## config.mk

```make
export PLATFORM = sky130hd
export DESIGN_NAME = d2c_rsp_queue
export DESIGN_NICKNAME = d
export VERILOG_FILES = /design/src/rtl/d2c_pkg.sv /design/src/rtl/d2c_rsp_queue.sv
export SDC_FILE = /design/constraint.sdc
export NUM_CORES = 1
export LEC_CHECK = 0
export BUFFER_PORTS_ARGS = -buffer_cell sky130_fd_sc_hd__buf_2
export CAP_MARGIN = 20
export CORE_MARGIN = 2
export CORE_UTILIZATION = 40
export CTS_CLUSTER_DIAMETER = 100
export DETAILED_ROUTE_END_ITERATION = 6
export PLACE_DENSITY = 0.66
export SLEW_MARGIN = 20
export SYNTH_ARGS = -nofsm -noshare
export SYNTH_HDL_FRONTEND = slang
export SYNTH_SLANG_ARGS = --single-unit
export TNS_END_PERCENT = 30
```

## constraint.sdc

```tcl
create_clock -name clock -period 11.9 [get_ports clock]
set_input_delay 1.785 -clock clock [delete_from_list [all_inputs] [get_ports clock]]
set_output_delay 1.785 -clock clock [all_outputs]
set_load 0.01 [all_outputs]
```

## src/rtl/d2c_pkg.sv

```systemverilog
// ---------------------------------------------------------------------------
// d2c_pkg
// Shared types and constants for the dense to CSR threshold converter.
// ---------------------------------------------------------------------------
package d2c_pkg;

   localparam int MAX_ROWS    = 64;
   localparam int MAX_COLS    = 64;
   localparam int MAX_ENTRIES = 1024;
   localparam int VALUE_W     = 32;

   localparam int ROW_AW   = $clog2(MAX_ROWS);
   localparam int COL_W    = $clog2(MAX_COLS);
   localparam int CNT_W    = 7;
   localparam int ENTRY_AW = $clog2(MAX_ENTRIES);
   localparam int PTR_W    = 11;
   localparam int THR_W    = 31;
   localparam int OCOL_W   = 7;
   localparam int CSR_AW   = 2;
   localparam int CSR_DW   = 31;
   localparam int KIND_W   = 3;
   localparam int QDEPTH   = 3;

   localparam logic [CSR_AW-1:0] CSR_THRESHOLD = 2'd0;
   localparam logic [CSR_AW-1:0] CSR_COLUMNS   = 2'd1;
   localparam logic [CSR_AW-1:0] CSR_ROWS      = 2'd2;

   localparam logic [CNT_W-1:0]  CNT_MAX_COLS = CNT_W'(MAX_COLS);
   localparam logic [CNT_W-1:0]  CNT_MAX_ROWS = CNT_W'(MAX_ROWS);
   localparam logic [PTR_W-1:0]  PTR_MAX_ENTRIES = PTR_W'(MAX_ENTRIES);
   localparam logic [OCOL_W-1:0] COL_SENTINEL = '1;

   typedef enum logic [KIND_W-1:0] {
      KIND_ENTRY = 3'd0,
      KIND_ROW   = 3'd1,
      KIND_TERM  = 3'd2,
      KIND_HIT   = 3'd3,
      KIND_MISS  = 3'd4
   } kind_type;

   typedef struct packed {
      kind_type           kind;
      logic [VALUE_W-1:0] value;
      logic [OCOL_W-1:0]  column;
      logic [CNT_W-1:0]   nonzeros;
      logic [PTR_W-1:0]   pointer;
      logic               overflow;
      logic               last;
   } rsp_type;

   // Results of one item, packed from slot 0 up; count is how many are valid.
   typedef struct packed {
      logic [1:0]          count;
      rsp_type [QDEPTH-1:0] slot;
   } push_type;

endpackage

```

## src/rtl/d2c_rsp_queue.sv

```systemverilog
// ---------------------------------------------------------------------------
// d2c_rsp_queue
// Holds the up to three results of one item and feeds them, in order,
// through a registered output stage.
// ---------------------------------------------------------------------------
module d2c_rsp_queue
   import d2c_pkg::*;
(
   input  logic         clock,
   input  logic         reset,
   input  push_type     push,
   output logic         free,
   output logic         rsp_tvalid,
   input  logic         rsp_tready,
   output logic [63:0]  rsp_tdata,   // out_value, out_column, row_nonzeros,
                                     // row_pointer, overflow, zero fill
   output logic [2:0]   rsp_tuser,   // kind
   output logic         rsp_tlast
);

   rsp_type    q_ff [QDEPTH];
   rsp_type    q_in [QDEPTH];
   logic [1:0] cnt_ff, cnt_in;
   rsp_type    out_ff, out_in;
   logic       out_valid_ff, out_valid_in;
   logic       pop;

   always_comb begin
      pop          = (cnt_ff != 2'd0) && (!out_valid_ff || rsp_tready);
      q_in         = q_ff;
      cnt_in       = cnt_ff;
      out_in       = out_ff;
      out_valid_in = out_valid_ff;
      if (out_valid_ff && rsp_tready) begin
         out_valid_in = 1'b0;
      end
      if (pop) begin
         out_in       = q_ff[0];
         out_valid_in = 1'b1;
         q_in[0]      = q_ff[1];
         q_in[1]      = q_ff[2];
         cnt_in       = cnt_ff - 2'd1;
      end
      // A push only comes when the queue is empty after this cycle's pop.
      if (push.count != 2'd0) begin
         q_in[0] = push.slot[0];
         q_in[1] = push.slot[1];
         q_in[2] = push.slot[2];
         cnt_in  = push.count;
      end
      free = (cnt_ff == 2'd0) || ((cnt_ff == 2'd1) && pop);
   end

   always_ff @(posedge clock) begin
      if (reset) begin
         cnt_ff       <= 2'd0;
         out_valid_ff <= 1'b0;
      end else begin
         cnt_ff       <= cnt_in;
         out_valid_ff <= out_valid_in;
      end
      q_ff   <= q_in;
      out_ff <= out_in;
   end

   assign rsp_tvalid = out_valid_ff;
   assign rsp_tuser  = out_ff.kind;
   assign rsp_tlast  = out_ff.last;
   assign rsp_tdata  = {6'd0, out_ff.overflow, out_ff.pointer, out_ff.nonzeros,
                        out_ff.column, out_ff.value};

endmodule

```

==> qor.yml <==
timing:
  rsz0062_at_grt: "no"
  fin_crit_ns: 4.18
  relSlewSlack: 0.289
  finalHoldViolations: 0
  setup_tns_ns: 0
  skew_ns: 0.0106
  worstMarginPinSlew_ns: 1.07
  finalSetupViolations: 0
  layout_setup_ws_ns: 7.72
  slew_violations: 0
  post-route-period-util: 0.352
  timing.fmax_mhz: 239
worst_setup_path:
  crit_type: "input pin to output port"
  crit_path_end_kind: "output port"
  crit_chain: "buf_2 > nand2b_1 > nand2_1 > nand2_1 > buf_2"
  crit_start: "rsp_tready"
  slowest_delay_ns: 0.20
  required_ns: 10.12
  crit_slowest_cell: "nand2b_1"
  cp.arrival_ns: 2.40
  startpoint_type: "input pin"
  r2r-start: "cnt_ff[0]"
  worstPathMaxFanout: 5
clock_tree:
  htree_levels: 1
  post-cts-setup-buffer-count: 0
  clk_pin_slew_worst_paths_ns: 0.06
  cts_tree: "done"
  clock_latency_ns: 0.51
  max-clock-path-buffers: 3
  holdBufCountCts: 0
  cts.repair.resized: 0
  numClockSinks: 251
  cts_root_buf: "clkbuf_16"
  cts_made_buffers: 27
logic_synthesis:
  yosys.area.top_type: "edfxtp_1"
  synth-seq-cells: 251
  ys_seq_area_frac: 0.818
  syn_avg_cell_area_um2: 22.0
  synth.most_common_cell: "edfxtp_1"
  synth_warnings: 0
  synthDistinctLibCells: 21
  synth_edf_count: 248
  syn_inst: 417
  netlist_top_cells_count: "edfxtp_1, mux2_2, mux2_1, buf_2"
  synth_ff_type: "edfxtp_1"
  synthArstFlopShare: 0
  synth_top_area_share: 0.811
  syn_area_um2: 9180
  synthTopCellsByArea: "edfxtp_1, mux2_2, mux2_1, dfxtp_1, buf_6"
floorplanning:
  die_height_um: 156
  fp.dieW_um: 156
  row_count: 55
  core_area_um2: 22600
  pin_count: 261
  start_util: 0.407
  die_area_um2: 24200
final_layout:
  fin_nets: 885
  multiInputGateArea_um2: 1550
  final-seq-area_um2: 7510
  final_util: 0.512
  diodes: 0
  area_delta_synth_final_pct: 25.9
  fillCellCount: 1895
  final_cells: 997
  final_layout_size_suffix_gt1_frac: 0.548
min_path:
  min_from: "q_ff[182]"
  min_path_type: "register to register"
global_route:
  grt_first_pass_wirelength_um: 26800
  grt.total_usage: 0.141
  grt_max_degree: 83
  antenna_found_initial: 1
  grt.overflow.total: 0
  grt_pass1_vias: 5056
drt:
  wl_met2_um: 8410
  wl_per_cell_um: 17.7
  detail_route.iter0.violations: 181
  postRouteAntennaNets: 0
  routed_via_density: 4.66
  drc: 0
  wl_met1_um: 7310
  wl_um: 17600
  vias: 4649
  dr_wl_met3_um: 1370
  dr.max_layer_used: "met4"
  drt_first_pass_iters: 4
pwr:
  peakVddDrop_mv: 0.116
  total_power_mw: 2.04
  p_leak_nw: 4.52
  power.density_nw_per_um2: 176
placed_design:
  dp.cells: 948
  portBuffers: 254
  dp_slack_ns: 7.39
  gp_congestion: 0.787
  hpwl_um: 12000
outcome:
  outcome: "finished, final reports clean"
run:
  maxCapViolations: 0
per-stage QoR:
stage / instance area, um2 / hold WS (ns)
after floorplan: 9200 / 0.400
after global placement: 10800 / 0.401
after detailed placement: 10800 / 0.405
after CTS: 11600 / 0.419
after global routing: 11600 / 0.421
final: 11600 / 0.417
kinds of logic after synthesis:
group,Yosys count,synth area share
adders and majority gates,2,0.00272
other,1,0.000408
and+or+nand+nor,6,0.00382
DFF,251,0.818
muxes,124,0.152
buffers and inverters,25,0.0178
AOI/OAI and AO/OA,8,0.00559
layer usage:
layer / GRT usage / vias up
li1: - / 2191
met1: 0.181 / 2217
met2: 0.233 / 201
met3: 0.0423 / 40
met4: 0.0459 / 0
met5: 0 / -
worst max-delay path: cells and delay by family:
family	cells	cell delay [ns]
buffers and inverters	2	0.24
AND/OR/NAND/NOR	3	0.37
report_power, final:
part,internal (mW),switching [mW]
Clock,0.435,0.317
Combinational,0.0752,0.0895
Sequential,1.09,0.0251
layout make-up:
class,instances,area share
multi-input combinational,146,0.134
clock inverter,19,0.0104
timing repair buffer,260,0.114
clock buffer,30,0.0594
sequential,251,0.649
tap,285,0.0309
inverter,6,0.00195
layout by cell type (no fill, tap or decap), drive strengths merged:
cell | Yosys | routed
dfxtp | 3 | 3
clkinv | 0 | 15
bufinv | 0 | 1
o22ai | 1 | 1
buf | 19 | 260
conb | 1 | 6
edfxtp | 248 | 248
clkbuf | 0 | 30
a31oi | 1 | 1
ha | 2 | 2
clkinvlp | 0 | 3
nor2b | 1 | 1
mux2 | 124 | 124
nand2b | 1 | 1
a221oi | 1 | 1
nor2 | 2 | 2
inv | 6 | 6
a21oi | 2 | 2
nand2 | 2 | 2
a311o | 1 | 1
o21ai | 2 | 2
worst paths after layout:
| check | to | slack (ns) | depth (start not counted) |
|---|---|---|---|
| worst max register to register | q_ff[142] | 9.71 | 4 |
| worst min-delay path | rsp_tdata[31] | 0.42 | 0 |
| worst max-delay path | free | 7.72 | 5 |
| worst min register to register | rsp_tdata[31] | 0.42 | 0 |
registers in the layout (all words and copies together) (netlist names):
register and flops:
cnt_ff 2, q_ff 186, rsp_tdata 58, rsp_tlast 1, rsp_tuser 3, rsp_tvalid 1
Note: power is estimated with default switching activity, not from simulation.
